File: config.mk
export PLATFORM = sky130hd
export DESIGN_NAME = multichannel_window_average
export DESIGN_NICKNAME = d
export VERILOG_FILES = /design/src/rtl/mwa_pkg.sv /design/src/rtl/multichannel_window_average.sv /design/src/rtl/mwa_ram.sv /design/src/rtl/mwa_ctrl.sv /design/src/rtl/mwa_datapath.sv
export SDC_FILE = /design/constraint.sdc
export NUM_CORES = 1
export LEC_CHECK = 0
export BUFFER_PORTS_ARGS = -buffer_cell sky130_fd_sc_hd__buf_2
export CAP_MARGIN = 40
export CORE_MARGIN = 2
export CORE_UTILIZATION = 60
export CTS_CLUSTER_SIZE = 24
export DETAILED_ROUTE_END_ITERATION = 16
export GPL_TIMING_DRIVEN = 0
export PLACE_DENSITY = 0.76
export SLEW_MARGIN = 5
export SYNTH_ARGS = -nofsm -noshare
export SYNTH_HDL_FRONTEND = slang
export SYNTH_SLANG_ARGS = --single-unit
File: constraint.sdc
create_clock -name clk -period 5.3 [get_ports clk]
set_input_delay 1.59 -clock clk [delete_from_list [all_inputs] [get_ports clk]]
set_output_delay 1.59 -clock clk [all_outputs]
set_load 0.02 [all_outputs]
File: src/rtl/mwa_pkg.sv
`timescale 1ns / 1ps

package mwa_pkg;

  // Fixed field widths of the external words
  localparam int WIN_W      = 5;
  localparam int CHAN_OUT_W = 3;
  localparam int SMP_IO_W   = 12;

  localparam logic [WIN_W-1:0] WIN_RESET = 5'd16;

  // Parameter defaults
  localparam int DEF_CHANNELS    = 5;
  localparam int DEF_WINDOW_MAX  = 16;
  localparam int DEF_SAMPLE_BITS = 12;

  // Controller -> datapath
  typedef struct packed {
    logic cfg_wr;    // take window register, clear ring indices and full flags
    logic accept;    // take input word, write ring slot
    logic read;      // issue one ring read
    logic div_step;  // one restoring divide step
    logic out_load;  // load output register
  } cmd_t;

  // Datapath -> controller
  typedef struct packed {
    logic read_last;
    logic div_last;
    logic out_free;
  } sts_t;

endpackage

File: src/rtl/multichannel_window_average.sv
`timescale 1ns / 1ps
// Per word: accept, ring read of the count slots averaged at one slot per cycle, RAM drain,
//   restoring divide at one bit per cycle over SUM_W = SAMPLE_BITS + clog2(WINDOW_MAX+1) steps
//   (17 by default), then output load, which waits while the output register is still held.
//   A new input word is taken only after the previous word's result is loaded.
// Reset (rst_n, sync, active low): turn pointer, ring indices and full flags cleared,
//   window length 16; ring contents are never read before being written, so need no clear.
module multichannel_window_average #(
  parameter int CHANNELS    = mwa_pkg::DEF_CHANNELS,
  parameter int WINDOW_MAX  = mwa_pkg::DEF_WINDOW_MAX,
  parameter int SAMPLE_BITS = mwa_pkg::DEF_SAMPLE_BITS
) (
  input  logic                           clk,
  input  logic                           rst_n,
  // input word channel
  input  logic                           in_valid,
  output logic                           in_stall,
  input  logic [mwa_pkg::SMP_IO_W-1:0]   in_sample,
  // result word channel
  output logic                           out_valid,
  input  logic                           out_stall,
  output logic [mwa_pkg::CHAN_OUT_W-1:0] out_channel,
  output logic [mwa_pkg::SMP_IO_W-1:0]   out_raw_value,
  output logic [mwa_pkg::SMP_IO_W-1:0]   out_mean_value,
  output logic                           out_window_full,
  // window length register
  input  logic                           cfg_valid,
  output logic                           cfg_ready,
  input  logic [mwa_pkg::WIN_W-1:0]      cfg_window_length
);

  import mwa_pkg::*;

  // Flow per word:
  //   IDLE  : accept, write sample at channel's ring slot, bump index/full flag
  //   READ  : stream slots 0..count-1 out of the ring RAM into the sum
  //   DRAIN : last RAM word lands
  //   DIV   : restoring divide, one quotient bit per cycle, sum / count
  //   DONE  : park until output register is free, then load it
  // The output register frees the controller: the next word is taken while a
  // result still waits downstream.
  // A window register write is taken only in IDLE and clears indices and
  // full flags; the turn pointer keeps going.

  cmd_t cmd;
  sts_t sts;

  mwa_ctrl u_ctrl (
    .clk       (clk),
    .rst_n     (rst_n),
    .in_valid  (in_valid),
    .in_stall  (in_stall),
    .cfg_valid (cfg_valid),
    .cfg_ready (cfg_ready),
    .sts       (sts),
    .cmd       (cmd)
  );

  mwa_datapath #(
    .CHANNELS    (CHANNELS),
    .WINDOW_MAX  (WINDOW_MAX),
    .SAMPLE_BITS (SAMPLE_BITS)
  ) u_dp (
    .clk               (clk),
    .rst_n             (rst_n),
    .cmd               (cmd),
    .sts               (sts),
    .cfg_window_length (cfg_window_length),
    .in_sample         (in_sample),
    .out_valid         (out_valid),
    .out_stall         (out_stall),
    .out_channel       (out_channel),
    .out_raw_value     (out_raw_value),
    .out_mean_value    (out_mean_value),
    .out_window_full   (out_window_full)
  );

  // One word in flight: an accept is followed by a busy cycle.
  a_one_in_flight: assert property (@(posedge clk) disable iff (!rst_n)
    (in_valid && !in_stall) |=> in_stall)
    else $error("input accepted while previous word in flight");

  // Config write and input accept never share an edge.
  a_cfg_vs_in: assert property (@(posedge clk) disable iff (!rst_n)
    !(cfg_valid && cfg_ready && in_valid && !in_stall))
    else $error("config write collided with input accept");

  // Controller issues at most one datapath command per cycle.
  a_cmd_onehot: assert property (@(posedge clk) disable iff (!rst_n)
    $onehot0({cmd.cfg_wr, cmd.accept, cmd.read, cmd.div_step, cmd.out_load}))
    else $error("conflicting datapath commands");

  // A taken result with no new load leaves the output empty.
  a_out_drain: assert property (@(posedge clk) disable iff (!rst_n)
    (out_valid && !out_stall && !cmd.out_load) |=> !out_valid)
    else $error("result word repeated");

  // Loading a result never overwrites one still waiting.
  a_no_overwrite: assert property (@(posedge clk) disable iff (!rst_n)
    cmd.out_load |-> (!out_valid || !out_stall))
    else $error("pending result overwritten");

endmodule

File: src/rtl/mwa_ram.sv
`timescale 1ns / 1ps

module mwa_ram #(
  parameter int WIDTH = 12,
  parameter int DEPTH = 80,
  parameter int ADDR_W = (DEPTH > 1) ? $clog2(DEPTH) : 1
) (
  input  logic              clk,
  input  logic              we,
  input  logic [ADDR_W-1:0] waddr,
  input  logic [WIDTH-1:0]  wdata,
  input  logic              re,
  input  logic [ADDR_W-1:0] raddr,
  output logic [WIDTH-1:0]  rdata
);

  logic [WIDTH-1:0] mem [DEPTH];
  logic [WIDTH-1:0] rdata_r;

  always_ff @(posedge clk) begin
    if (we) begin
      mem[waddr] <= wdata;
    end
    if (re) begin
      rdata_r <= mem[raddr];
    end
  end

  assign rdata = rdata_r;

endmodule

File: src/rtl/mwa_ctrl.sv
`timescale 1ns / 1ps

module mwa_ctrl (
  input  logic          clk,
  input  logic          rst_n,
  input  logic          in_valid,
  output logic          in_stall,
  input  logic          cfg_valid,
  output logic          cfg_ready,
  input  mwa_pkg::sts_t sts,
  output mwa_pkg::cmd_t cmd
);

  import mwa_pkg::*;

  typedef enum logic [4:0] {
    S_IDLE  = 5'b00001,
    S_READ  = 5'b00010,
    S_DRAIN = 5'b00100,
    S_DIV   = 5'b01000,
    S_DONE  = 5'b10000
  } state_t;

  state_t state_r, state_nxt;

  always_ff @(posedge clk) begin
    if (!rst_n) begin
      state_r <= S_IDLE;
    end else begin
      state_r <= state_nxt;
    end
  end

  always_comb begin
    state_nxt = state_r;
    cmd       = '0;
    in_stall  = 1'b1;
    cfg_ready = 1'b0;
    unique case (state_r)
      S_IDLE: begin
        cfg_ready = 1'b1;
        in_stall  = cfg_valid;  // config write wins
        if (cfg_valid) begin
          cmd.cfg_wr = 1'b1;
        end else if (in_valid) begin
          cmd.accept = 1'b1;
          state_nxt  = S_READ;
        end
      end
      S_READ: begin
        cmd.read = 1'b1;
        if (sts.read_last) begin
          state_nxt = S_DRAIN;
        end
      end
      S_DRAIN: begin
        state_nxt = S_DIV;  // last read word lands in the sum
      end
      S_DIV: begin
        cmd.div_step = 1'b1;
        if (sts.div_last) begin
          state_nxt = S_DONE;
        end
      end
      S_DONE: begin
        if (sts.out_free) begin
          cmd.out_load = 1'b1;
          state_nxt    = S_IDLE;
        end
      end
      default: begin
        state_nxt = S_IDLE;
      end
    endcase
  end

endmodule

File: src/rtl/mwa_datapath.sv
`timescale 1ns / 1ps

module mwa_datapath #(
  parameter int CHANNELS    = mwa_pkg::DEF_CHANNELS,
  parameter int WINDOW_MAX  = mwa_pkg::DEF_WINDOW_MAX,
  parameter int SAMPLE_BITS = mwa_pkg::DEF_SAMPLE_BITS
) (
  input  logic                          clk,
  input  logic                          rst_n,
  input  mwa_pkg::cmd_t                 cmd,
  output mwa_pkg::sts_t                 sts,
  input  logic [mwa_pkg::WIN_W-1:0]     cfg_window_length,
  input  logic [mwa_pkg::SMP_IO_W-1:0]  in_sample,
  output logic                          out_valid,
  input  logic                          out_stall,
  output logic [mwa_pkg::CHAN_OUT_W-1:0] out_channel,
  output logic [mwa_pkg::SMP_IO_W-1:0]  out_raw_value,
  output logic [mwa_pkg::SMP_IO_W-1:0]  out_mean_value,
  output logic                          out_window_full
);

  import mwa_pkg::*;

  localparam int CH_W   = (CHANNELS > 1) ? $clog2(CHANNELS) : 1;
  localparam int IDX_W  = (WINDOW_MAX > 1) ? $clog2(WINDOW_MAX) : 1;
  localparam int LEN_W  = $clog2(WINDOW_MAX + 1);
  localparam int CMP_W  = (LEN_W > WIN_W) ? LEN_W : WIN_W;
  localparam int SUM_W  = SAMPLE_BITS + LEN_W;
  localparam int STEP_W = $clog2(SUM_W);
  localparam int DEPTH  = CHANNELS * (2 ** IDX_W);
  localparam int ADDR_W = (DEPTH > 1) ? $clog2(DEPTH) : 1;

  localparam logic [CMP_W-1:0]  WMAX_C   = CMP_W'(WINDOW_MAX);
  localparam logic [CH_W-1:0]   CH_LAST  = CH_W'(CHANNELS - 1);
  localparam logic [STEP_W-1:0] STEP_END = STEP_W'(SUM_W - 1);

  logic [WIN_W-1:0]       win_r;
  logic [CH_W-1:0]        turn_r;
  logic [IDX_W-1:0]       widx_r [CHANNELS];
  logic [CHANNELS-1:0]    full_r;

  logic [CH_W-1:0]        ch_r;
  logic [SAMPLE_BITS-1:0] smp_r;
  logic                   wfull_r;
  logic [LEN_W-1:0]       cnt_r;
  logic [IDX_W-1:0]       rdk_r;
  logic                   rdpend_r;
  logic [SUM_W-1:0]       acc_r;
  logic [LEN_W-1:0]       rem_r;
  logic [STEP_W-1:0]      step_r;

  logic                   out_valid_r;
  logic [CH_W-1:0]        out_ch_r;
  logic [SAMPLE_BITS-1:0] out_raw_r;
  logic [SAMPLE_BITS-1:0] out_mean_r;
  logic                   out_full_r;

  logic [LEN_W-1:0]       eff_len;
  logic [SAMPLE_BITS-1:0] smp_in;
  logic [IDX_W-1:0]       idx;
  logic [LEN_W-1:0]       idx_p1;
  logic                   wrap;
  logic                   full_now;
  logic [ADDR_W-1:0]      waddr;
  logic [ADDR_W-1:0]      raddr;
  logic [SAMPLE_BITS-1:0] rdata;
  logic [LEN_W:0]         trial;
  logic                   qbit;
  logic [LEN_W-1:0]       rem_nxt;

  // Clamp window length into 1..WINDOW_MAX
  always_comb begin
    if (win_r == '0) begin
      eff_len = LEN_W'(1);
    end else if (CMP_W'(win_r) > WMAX_C) begin
      eff_len = LEN_W'(WINDOW_MAX);
    end else begin
      eff_len = LEN_W'(win_r);
    end
  end

  assign smp_in = SAMPLE_BITS'(in_sample);

  always_comb begin
    idx = widx_r[turn_r];
    if (LEN_W'(idx) >= eff_len) begin
      idx = '0;
    end
    idx_p1   = LEN_W'(idx) + LEN_W'(1);
    wrap     = (idx_p1 >= eff_len);
    full_now = full_r[turn_r] | wrap;
  end

  assign waddr = ADDR_W'({turn_r, idx});
  assign raddr = ADDR_W'({ch_r, rdk_r});

  mwa_ram #(
    .WIDTH (SAMPLE_BITS),
    .DEPTH (DEPTH)
  ) u_ram (
    .clk   (clk),
    .we    (cmd.accept),
    .waddr (waddr),
    .wdata (smp_in),
    .re    (cmd.read),
    .raddr (raddr),
    .rdata (rdata)
  );

  // Restoring divide step, quotient shifts into acc_r
  always_comb begin
    trial = {rem_r, acc_r[SUM_W-1]};
    qbit  = (trial >= {1'b0, cnt_r});
    if (qbit) begin
      rem_nxt = LEN_W'(trial - {1'b0, cnt_r});
    end else begin
      rem_nxt = trial[LEN_W-1:0];
    end
  end

  // Ring control state
  always_ff @(posedge clk) begin
    if (!rst_n) begin
      win_r  <= WIN_RESET;
      turn_r <= '0;
      full_r <= '0;
      for (int c = 0; c < CHANNELS; c++) begin
        widx_r[c] <= '0;
      end
    end else if (cmd.cfg_wr) begin
      win_r  <= cfg_window_length;
      full_r <= '0;
      for (int c = 0; c < CHANNELS; c++) begin
        widx_r[c] <= '0;
      end
    end else if (cmd.accept) begin
      widx_r[turn_r] <= wrap ? '0 : IDX_W'(idx_p1);
      if (wrap) begin
        full_r[turn_r] <= 1'b1;
      end
      turn_r <= (turn_r == CH_LAST) ? '0 : turn_r + CH_W'(1);
    end
  end

  // Per-word work registers
  always_ff @(posedge clk) begin
    if (!rst_n) begin
      rdpend_r <= 1'b0;
    end else begin
      rdpend_r <= cmd.read;
    end
  end

  always_ff @(posedge clk) begin
    if (cmd.accept) begin
      ch_r    <= turn_r;
      smp_r   <= smp_in;
      wfull_r <= full_now;
      cnt_r   <= full_now ? eff_len : idx_p1;
      rdk_r   <= '0;
      acc_r   <= '0;
      rem_r   <= '0;
      step_r  <= '0;
    end else begin
      if (cmd.read) begin
        rdk_r <= rdk_r + IDX_W'(1);
      end
      if (rdpend_r) begin
        acc_r <= acc_r + SUM_W'(rdata);
      end else if (cmd.div_step) begin
        acc_r  <= {acc_r[SUM_W-2:0], qbit};
        rem_r  <= rem_nxt;
        step_r <= step_r + STEP_W'(1);
      end
    end
  end

  // Output register
  always_ff @(posedge clk) begin
    if (!rst_n) begin
      out_valid_r <= 1'b0;
    end else if (cmd.out_load) begin
      out_valid_r <= 1'b1;
    end else if (!out_stall) begin
      out_valid_r <= 1'b0;
    end
  end

  always_ff @(posedge clk) begin
    if (cmd.out_load) begin
      out_ch_r   <= ch_r;
      out_raw_r  <= smp_r;
      out_mean_r <= SAMPLE_BITS'(acc_r);
      out_full_r <= wfull_r;
    end
  end

  assign sts.read_last = (LEN_W'(rdk_r) == cnt_r - LEN_W'(1));
  assign sts.div_last  = (step_r == STEP_END);
  assign sts.out_free  = !out_valid_r || !out_stall;

  assign out_valid       = out_valid_r;
  assign out_channel     = CHAN_OUT_W'(out_ch_r);
  assign out_raw_value   = SMP_IO_W'(out_raw_r);
  assign out_mean_value  = SMP_IO_W'(out_mean_r);
  assign out_window_full = out_full_r;

endmodule
==> flow_metrics.py, run 1 <==
metrics = {
    "outcome": {
        "status": "complete, no violations",
    },
    "worst_setup_path": {
        "worst_setup_path_start_kind": "flip-flop",
        "arrival_ns": 5.55,
        "crit_path_max_fanout": 8,
        "critPathRequiredTime_ns": 5.73,
        "cp-end-kind": "flip-flop",
        "worstSetupPathType": "reg2reg",
    },
    "yosys": {
        "synth_area_sq_um": 43900,
        "synthTopCellsByCount": "1053 x edfxtp_1, 230 x mux4_2, 159 x nor2_1, 93 x nand2_1, 91 x mux2i_1",
        "synth_top_flop_cell": "edfxtp_1",
        "yosys.area.top_type": "edfxtp_1",
        "yosys_warnings": 0,
        "syn_nets": 2372,
        "ys_seq_area_share_pct": 74.6,
        "synthCells": 2315,
        "synthDominantCellAreaShare_pct": 72.1,
        "asyncSetResetFlopFracSynth_pct": 0,
        "yosysMostFrequentCell": "edfxtp_1",
        "avgSynthCellArea_sq_um": 18.9,
        "synth-edff-count": 1053,
        "synth-seq-cells": 1107,
        "synth.distinct_cells": 72,
        "yosys-top-cells-area": "edfxtp_1 72%, mux4_2 12%, dfxtp_1 2.5%",
    },
    "sta": {
        "max_clock_freq_mhz": 195,
        "tightest_slew_ns": 0.974,
        "hold_viol_final": 0,
        "min_period_ns": 5.12,
        "period_share_pct": 96.7,
        "rsz0062_at_grt": "false",
        "maxSlewViolCount": 0,
        "clock_skew_ns": 0.0256,
        "max_slew_margin_pct": 34.4,
        "setup_tns_ns": 0,
        "final-setup-viol-count": 0,
    },
    "routing": {
        "drtIter0Drc": 3348,
        "drc": 0,
        "first_pass_iters": 6,
        "routed_via_density": 6.68,
        "via_count": 24300,
        "drt-wirelength-per-cell_microns": 30.5,
        "antenna_left": 0,
        "wirelength_microns": 111000,
    },
    "power_and_ir_drop": {
        "p_leak_nw": 16.1,
        "cellPowerDensity_nw_per_um2": 403,
        "peakVddDrop_v": 0.000326,
    },
    "flow_run": {
        "cap_violations": 0,
    },
    "layout": {
        "seq_area_sq_um": 32700,
        "layout-drive-gt1-share_pct": 23.7,
        "syn_to_final_growth_pct": 14.5,
        "fill_cells": 4426,
        "multi_input_comb_area_sq_um": 10500,
        "num-nets-final": 2642,
        "final_util_pct": 69.1,
    },
    "min_path": {
        "hold_class": "reg2reg",
        "worstHoldStart": "u_dp.wfull_r$_DFFE_PP_",
    },
    "clocking": {
        "path_clk_slew_ns": 0.06,
        "cts.sinks": 1107,
        "numCtsBuffers": 106,
        "cts_tree": "done",
        "cts_buffer_depth": 3,
        "h-tree-depth": 3,
        "clock_latency_ns": 0.69,
        "cts_root_buf": "clkbuf_16",
    },
    "placed_design": {
        "port_buffers": 52,
        "dp.final_hpwl_microns": 73000,
        "gp_congestion": 0.970,
    },
    "floorplanning": {
        "num_rows": 99,
        "fp.dieW_microns": 274,
        "fp.dieArea_sq_um": 75300,
        "core_area_sq_um": 72700,
        "io_pins": 53,
        "floorplan.initialDensity_pct": 60.3,
        "die_h_microns": 274,
    },
    "global_route": {
        "grt_pass1_wl_microns": 161000,
        "overflow": 0,
        "grt.total_usage_pct": 30.0,
        "grt_max_degree": 82,
        "grt_pass1_vias": 23800,
        "antenna_found_initial": 6,
    },
}
==> report_power, final <==
group          internal [mW]  leakage, nW  switching [mW]
Sequential              9.79         9.95           0.107
Combinational          0.958         4.40            1.62
Clock                   4.48         1.75            3.29
Total                   15.2         16.1            5.02
==> critical path: stages, from the launching register on <==
cell,delay (ns)
dfxtp_1,0.33
buf_6,0.16
mux4_2,0.56
mux2i_4,0.27
inv_1,0.18
ha_1,0.31
a21o_1,0.18
a211o_1,0.43
a21oi_4,0.24
ha_1,0.24
xnor2_2,0.24
inv_1,0.09
ha_1,0.32
a21o_1,0.16
a31oi_1,0.25
o21ai_2,0.10
a221o_1,0.26
clkbuf_1,0.21
mux2_2,0.32
==> layer usage <==
layer	global-route usage, %	vias to the layer above	wire length [microns]
met1	40.5	12400	40800
met3	7.36	292	12200
met4	11.8	4	4690
met5	0	-	33
met2	47.6	1608	53000
li1	-	9944	-
==> stage by stage <==
| stage | area (sq um) | hold WS, ns | setup WS [ns] | total power [mW] | std cells |
|---|---|---|---|---|---|
| 4_1_cts | 50100 | 0.417 | 0.0273 | 20.2 | 3628 |
| 3_3_place_gp | 45300 | 0.403 | -0.534 | 12.4 | 3326 |
| 2_1_floorplan | 43900 | 0.400 | 0.478 | 11.6 | 2315 |
| 3_5_place_dp | 46500 | 0.408 | -0.481 | 12.5 | 3428 |
| 6_report | 50200 | 0.411 | 0.176 | 20.2 | 3637 |
| 5_1_grt | 50200 | 0.423 | 0.00303 | 20.8 | 3635 |
==> sequential cells by signal, summed over array words and instances, names as in the netlist, 4 cells and up, named ones only <==
signal and flops:
u_ctrl.state_r 5, u_dp.acc_r 17, u_dp.cnt_r 5, u_dp.full_r 5, u_dp.out_mean_value 12, u_dp.out_raw_value 12, u_dp.rdk_r 4, u_dp.rem_r 5
u_dp.smp_r 12, u_dp.step_r 5, u_dp.u_ram.mem 960, u_dp.u_ram.rdata 12, u_dp.widx_r 32, u_dp.win_r 5
==> placed cells by master (no fill, tap or decap), types with 19 or more instances in the layout <==
master / instances
a211oi_1: 48
a21oi_1: 62
buf_2: 81
buf_4: 71
buf_6: 38
clkbuf_1: 81
clkbuf_16: 106
clkinv_2: 24
dfxtp_1: 54
edfxtp_1: 1053
ha_1: 33
inv_1: 53
mux2i_1: 91
mux4_2: 230
nand2_1: 93
nand3_1: 28
nor2_1: 159
nor3_1: 20
o21ai_0: 40
o221ai_1: 19
o22ai_1: 29
==> worst paths after layout <==
check                                         to  slack (ns)  depth (start not counted)
setup / recovery         u_dp.cnt_r[4]$_DFFE_PP_        0.18                         18
hold / removal    u_dp.out_window_full$_DFFE_PP_        0.41                          0
setup reg to reg         u_dp.cnt_r[4]$_DFFE_PP_        0.18                         18
hold reg to reg   u_dp.out_window_full$_DFFE_PP_        0.41                          0
==> logic make-up (layout without fill, tap and decap cells) <==
family,Yosys count,in the layout,share of synthesized area (%)
flops,1107,1107,74.6
simple gates,374,374,3.90
mux,327,327,14.1
compound gates,277,277,4.24
buf+inv,169,530,1.65
fa+ha+maj,35,35,1.03
xor+xnor,26,26,0.536
other cells,0,2,0
==> cell type report <==
type                    count  share of cell area (%)
well taps                 959                    2.39
clock buffers             132                    5.52
diodes                      2                 0.00996
repair buffers            163                    3.06
flip-flops and latches   1107                    65.1
inverters                  53                   0.396
clock inverters            67                    1.60
plain buffers             115                    1.04
multi-input cells        1039                    20.9
==> repair_timing <==
action / CTS / global route
hold buffers: 0 / 0
endpoints found under the hold margin: 0 / 0
pin swaps: 1 / 0
setup buffers: 1 / 5
gates resized for setup: 2 / 2
setup endpoints to repair: 10 / 13
Power figures use the tool's default switching activity.
==> run 2: changes to the inputs <==
Settings changed: CORE_ASPECT_RATIO set to 2.
==> flow_metrics.py, run 2 (synthesis results as in run 1) <==
metrics = {
    "outcome": {
        "status": "complete, no violations",
    },
    "global_route": {
        "grt_pass1_wl_microns": 169000,
        "grt_max_degree": 82,
        "grt.total_usage_pct": 32.4,
        "overflow": 0,
        "antenna_found_initial": 3,
        "grt_pass1_vias": 24700,
    },
    "power_and_ir_drop": {
        "power.total_mw": 19.3,
        "peakVddDrop_v": 0.000265,
        "cellPowerDensity_nw_per_um2": 390,
        "p_leak_nw": 15.8,
    },
    "sta": {
        "period_share_pct": 97.1,
        "hold_viol_final": 0,
        "max_clock_freq_mhz": 194,
        "maxSlewViolCount": 0,
        "rsz0062_at_grt": "false",
        "clock_skew_ns": 0.0229,
        "min_period_ns": 5.15,
        "setup_slack_ns": 0.154,
        "setup_tns_ns": 0,
        "tightest_slew_ns": 1.18,
        "final-setup-viol-count": 0,
        "max_slew_margin_pct": 21.3,
    },
    "clocking": {
        "cts_root_buf": "clkbuf_16",
        "h-tree-depth": 3,
        "cts_buffer_depth": 3,
        "cts.sinks": 1107,
        "path_clk_slew_ns": 0.07,
        "cts_tree": "done",
        "numCtsBuffers": 92,
        "clock_latency_ns": 0.69,
    },
    "layout": {
        "regMostFlops": "u_dp.u_ram.mem",
        "largest_registers": "u_dp.u_ram.mem x960, u_dp.widx_r x32, u_dp.acc_r x17",
        "num-nets-final": 2635,
        "layout_common_cells": "1053 x edfxtp_1, 230 x mux4_2, 158 x nor2_1, 94 x buf_4",
        "seq_area_sq_um": 32700,
        "multi_input_comb_area_sq_um": 10500,
        "final_area_sq_um": 49500,
        "syn_to_final_growth_pct": 12.9,
        "largest_reg_flops": 960,
        "final_common_cell": "edfxtp_1",
        "layout-drive-gt1-share_pct": 23.3,
        "finalNonFillerCells": 3575,
        "fill_cells": 4582,
    },
    "floorplanning": {
        "num_rows": 140,
        "fp.dieArea_sq_um": 75400,
        "floorplan.initialDensity_pct": 60.5,
        "core_area_sq_um": 72500,
        "fp.dieW_microns": 195,
        "die_h_microns": 386,
        "io_pins": 53,
    },
    "routing": {
        "drc": 0,
        "routed_via_density": 6.75,
        "first_pass_iters": 8,
        "via_count": 24100,
        "drtIter0Drc": 2588,
        "antenna_left": 0,
        "drt-wirelength-per-cell_microns": 33.5,
        "wirelength_microns": 120000,
    },
    "placed_design": {
        "dp_cells": 3394,
        "post-place-ws_ns": -0.729,
        "placed_area_sq_um": 46400,
        "port_buffers": 52,
        "dp.final_hpwl_microns": 81500,
        "gp_congestion": 0.989,
    },
    "worst_setup_path": {
        "timing.critical_path.cells": "buf_6 > mux4_2 > mux2i_4 > inv_1 > ha_1 > a21o_1 > a211o_2 > a21oi_2 > ha_2 > xnor2_4 > inv_1 > ha_1 > a21o_1 > a31oi_2 > o21ai_4 > a221o_1 > mux2_2",
        "crit_path_max_fanout": 8,
        "path_buf_inv": 3,
        "reg2reg_slack_ns": 0.15,
        "r2r_cells": 17,
        "worst_setup_path_start_kind": "flip-flop",
        "cp-end-kind": "flip-flop",
        "cp_slowest_stage_delay_ns": 0.56,
        "critPathTopFamily": "compound AO/OA/AOI/OAI gates",
        "critPathRequiredTime_ns": 5.73,
        "arrival_ns": 5.57,
        "crit_slowest_cell": "mux4_2",
        "worstSetupPathType": "reg2reg",
        "reg2reg_to": "u_dp.cnt_r[4]$_DFFE_PP_",
    },
    "min_path": {
        "holdPathEnd": "u_dp.out_raw_value[9]$_DFFE_PP_",
        "worstHoldStart": "u_dp.smp_r[9]$_DFFE_PP_",
        "hold_class": "reg2reg",
        "hold_depth": 0,
    },
    "flow_run": {
        "cap_violations": 0,
    },
}
run 2: changes by cell type in the layout (fill, tap and decap cells not counted), moves of 2 or more:
cell,delta
inv_16,-2
buf_12,-6
bufinv_16,-9
clkinv_2,-3
clkinv_1,+4
buf_16,+2
clkbuf_16,-13
inv_6,-2
buf_6,-10
clkbuf_1,-8
clkinvlp_4,-2
buf_4,+23
run 2: timing repair:
item / in CTS / in global routing
resized for setup: 8 / 4
gates cloned: 0 / 0
hold buffers: 0 / 0
setup buffers: 2 / 2
pin swaps: 0 / 1
setup endpoints to repair: 14 / 5
run 2: worst reg2reg max path, delay by kind of cell, from the launching register on:
kind | cells | cell delay, ns
AO/OA/AOI/OAI | 7 | 1.85
XOR/XNOR | 1 | 0.20
adder cells (fa/ha/maj) | 3 | 0.90
buffers and inverters | 3 | 0.41
flip-flops | 1 | 0.33
multiplexers | 3 | 1.18
run 2: worst max path at each step:
stage	slack, ns	startpoint	cells after the start	endpoint
final	0.15	flip-flop	17	u_dp.cnt_r[4]$_DFFE_PP_
after global routing	0.04	flip-flop	17	u_dp.cnt_r[3]$_DFFE_PP_
after CTS	0.04	flip-flop	18	u_dp.cnt_r[4]$_DFFE_PP_
after detailed placement	-0.73	flip-flop	18	u_dp.cnt_r[4]$_DFFE_PP_
after global placement	-0.65	flip-flop	18	u_dp.cnt_r[4]$_DFFE_PP_
after floorplan	0.48	flip-flop	18	u_dp.cnt_r[3]$_DFFE_PP_
run 2: area by class of cell:
type                            count  share of cell area, %
Sequential cell                  1107                   66.0
Tap cell                          923                   2.33
Buffer                            114                   1.04
Antenna cell                        1                0.00505
Clock buffer                      112                   4.90
Inverter                           53                  0.402
Clock inverter                     55                  0.942
Multi-Input combinational cell   1039                   21.3
Timing Repair Buffer              171                   3.07
run 2: metrics by stage:
stage	hold slack (ns)	util (%)
detailed placement	0.405	63.9
floorplan	0.400	-
finish	0.418	68.3
CTS	0.419	68.0
global placement	0.401	62.4
global route	0.435	68.3
run 2: per-layer routing:
metal  routed length, microns  track usage, %  vias up
li1                         -               -     9909
met1                    34800            31.5    12300
met2                    63200            57.7     1497
met3                     9620            7.08      453
met4                    12200            28.3        0
met5                        0               0        -
run 2: power by group:
group	total (mW)	switching [mW]	internal [mW]
Clock	6.65	3.08	3.57
Combinational	2.80	1.82	0.976
Sequential	9.88	0.102	9.78
Total	19.3	5.01	14.3
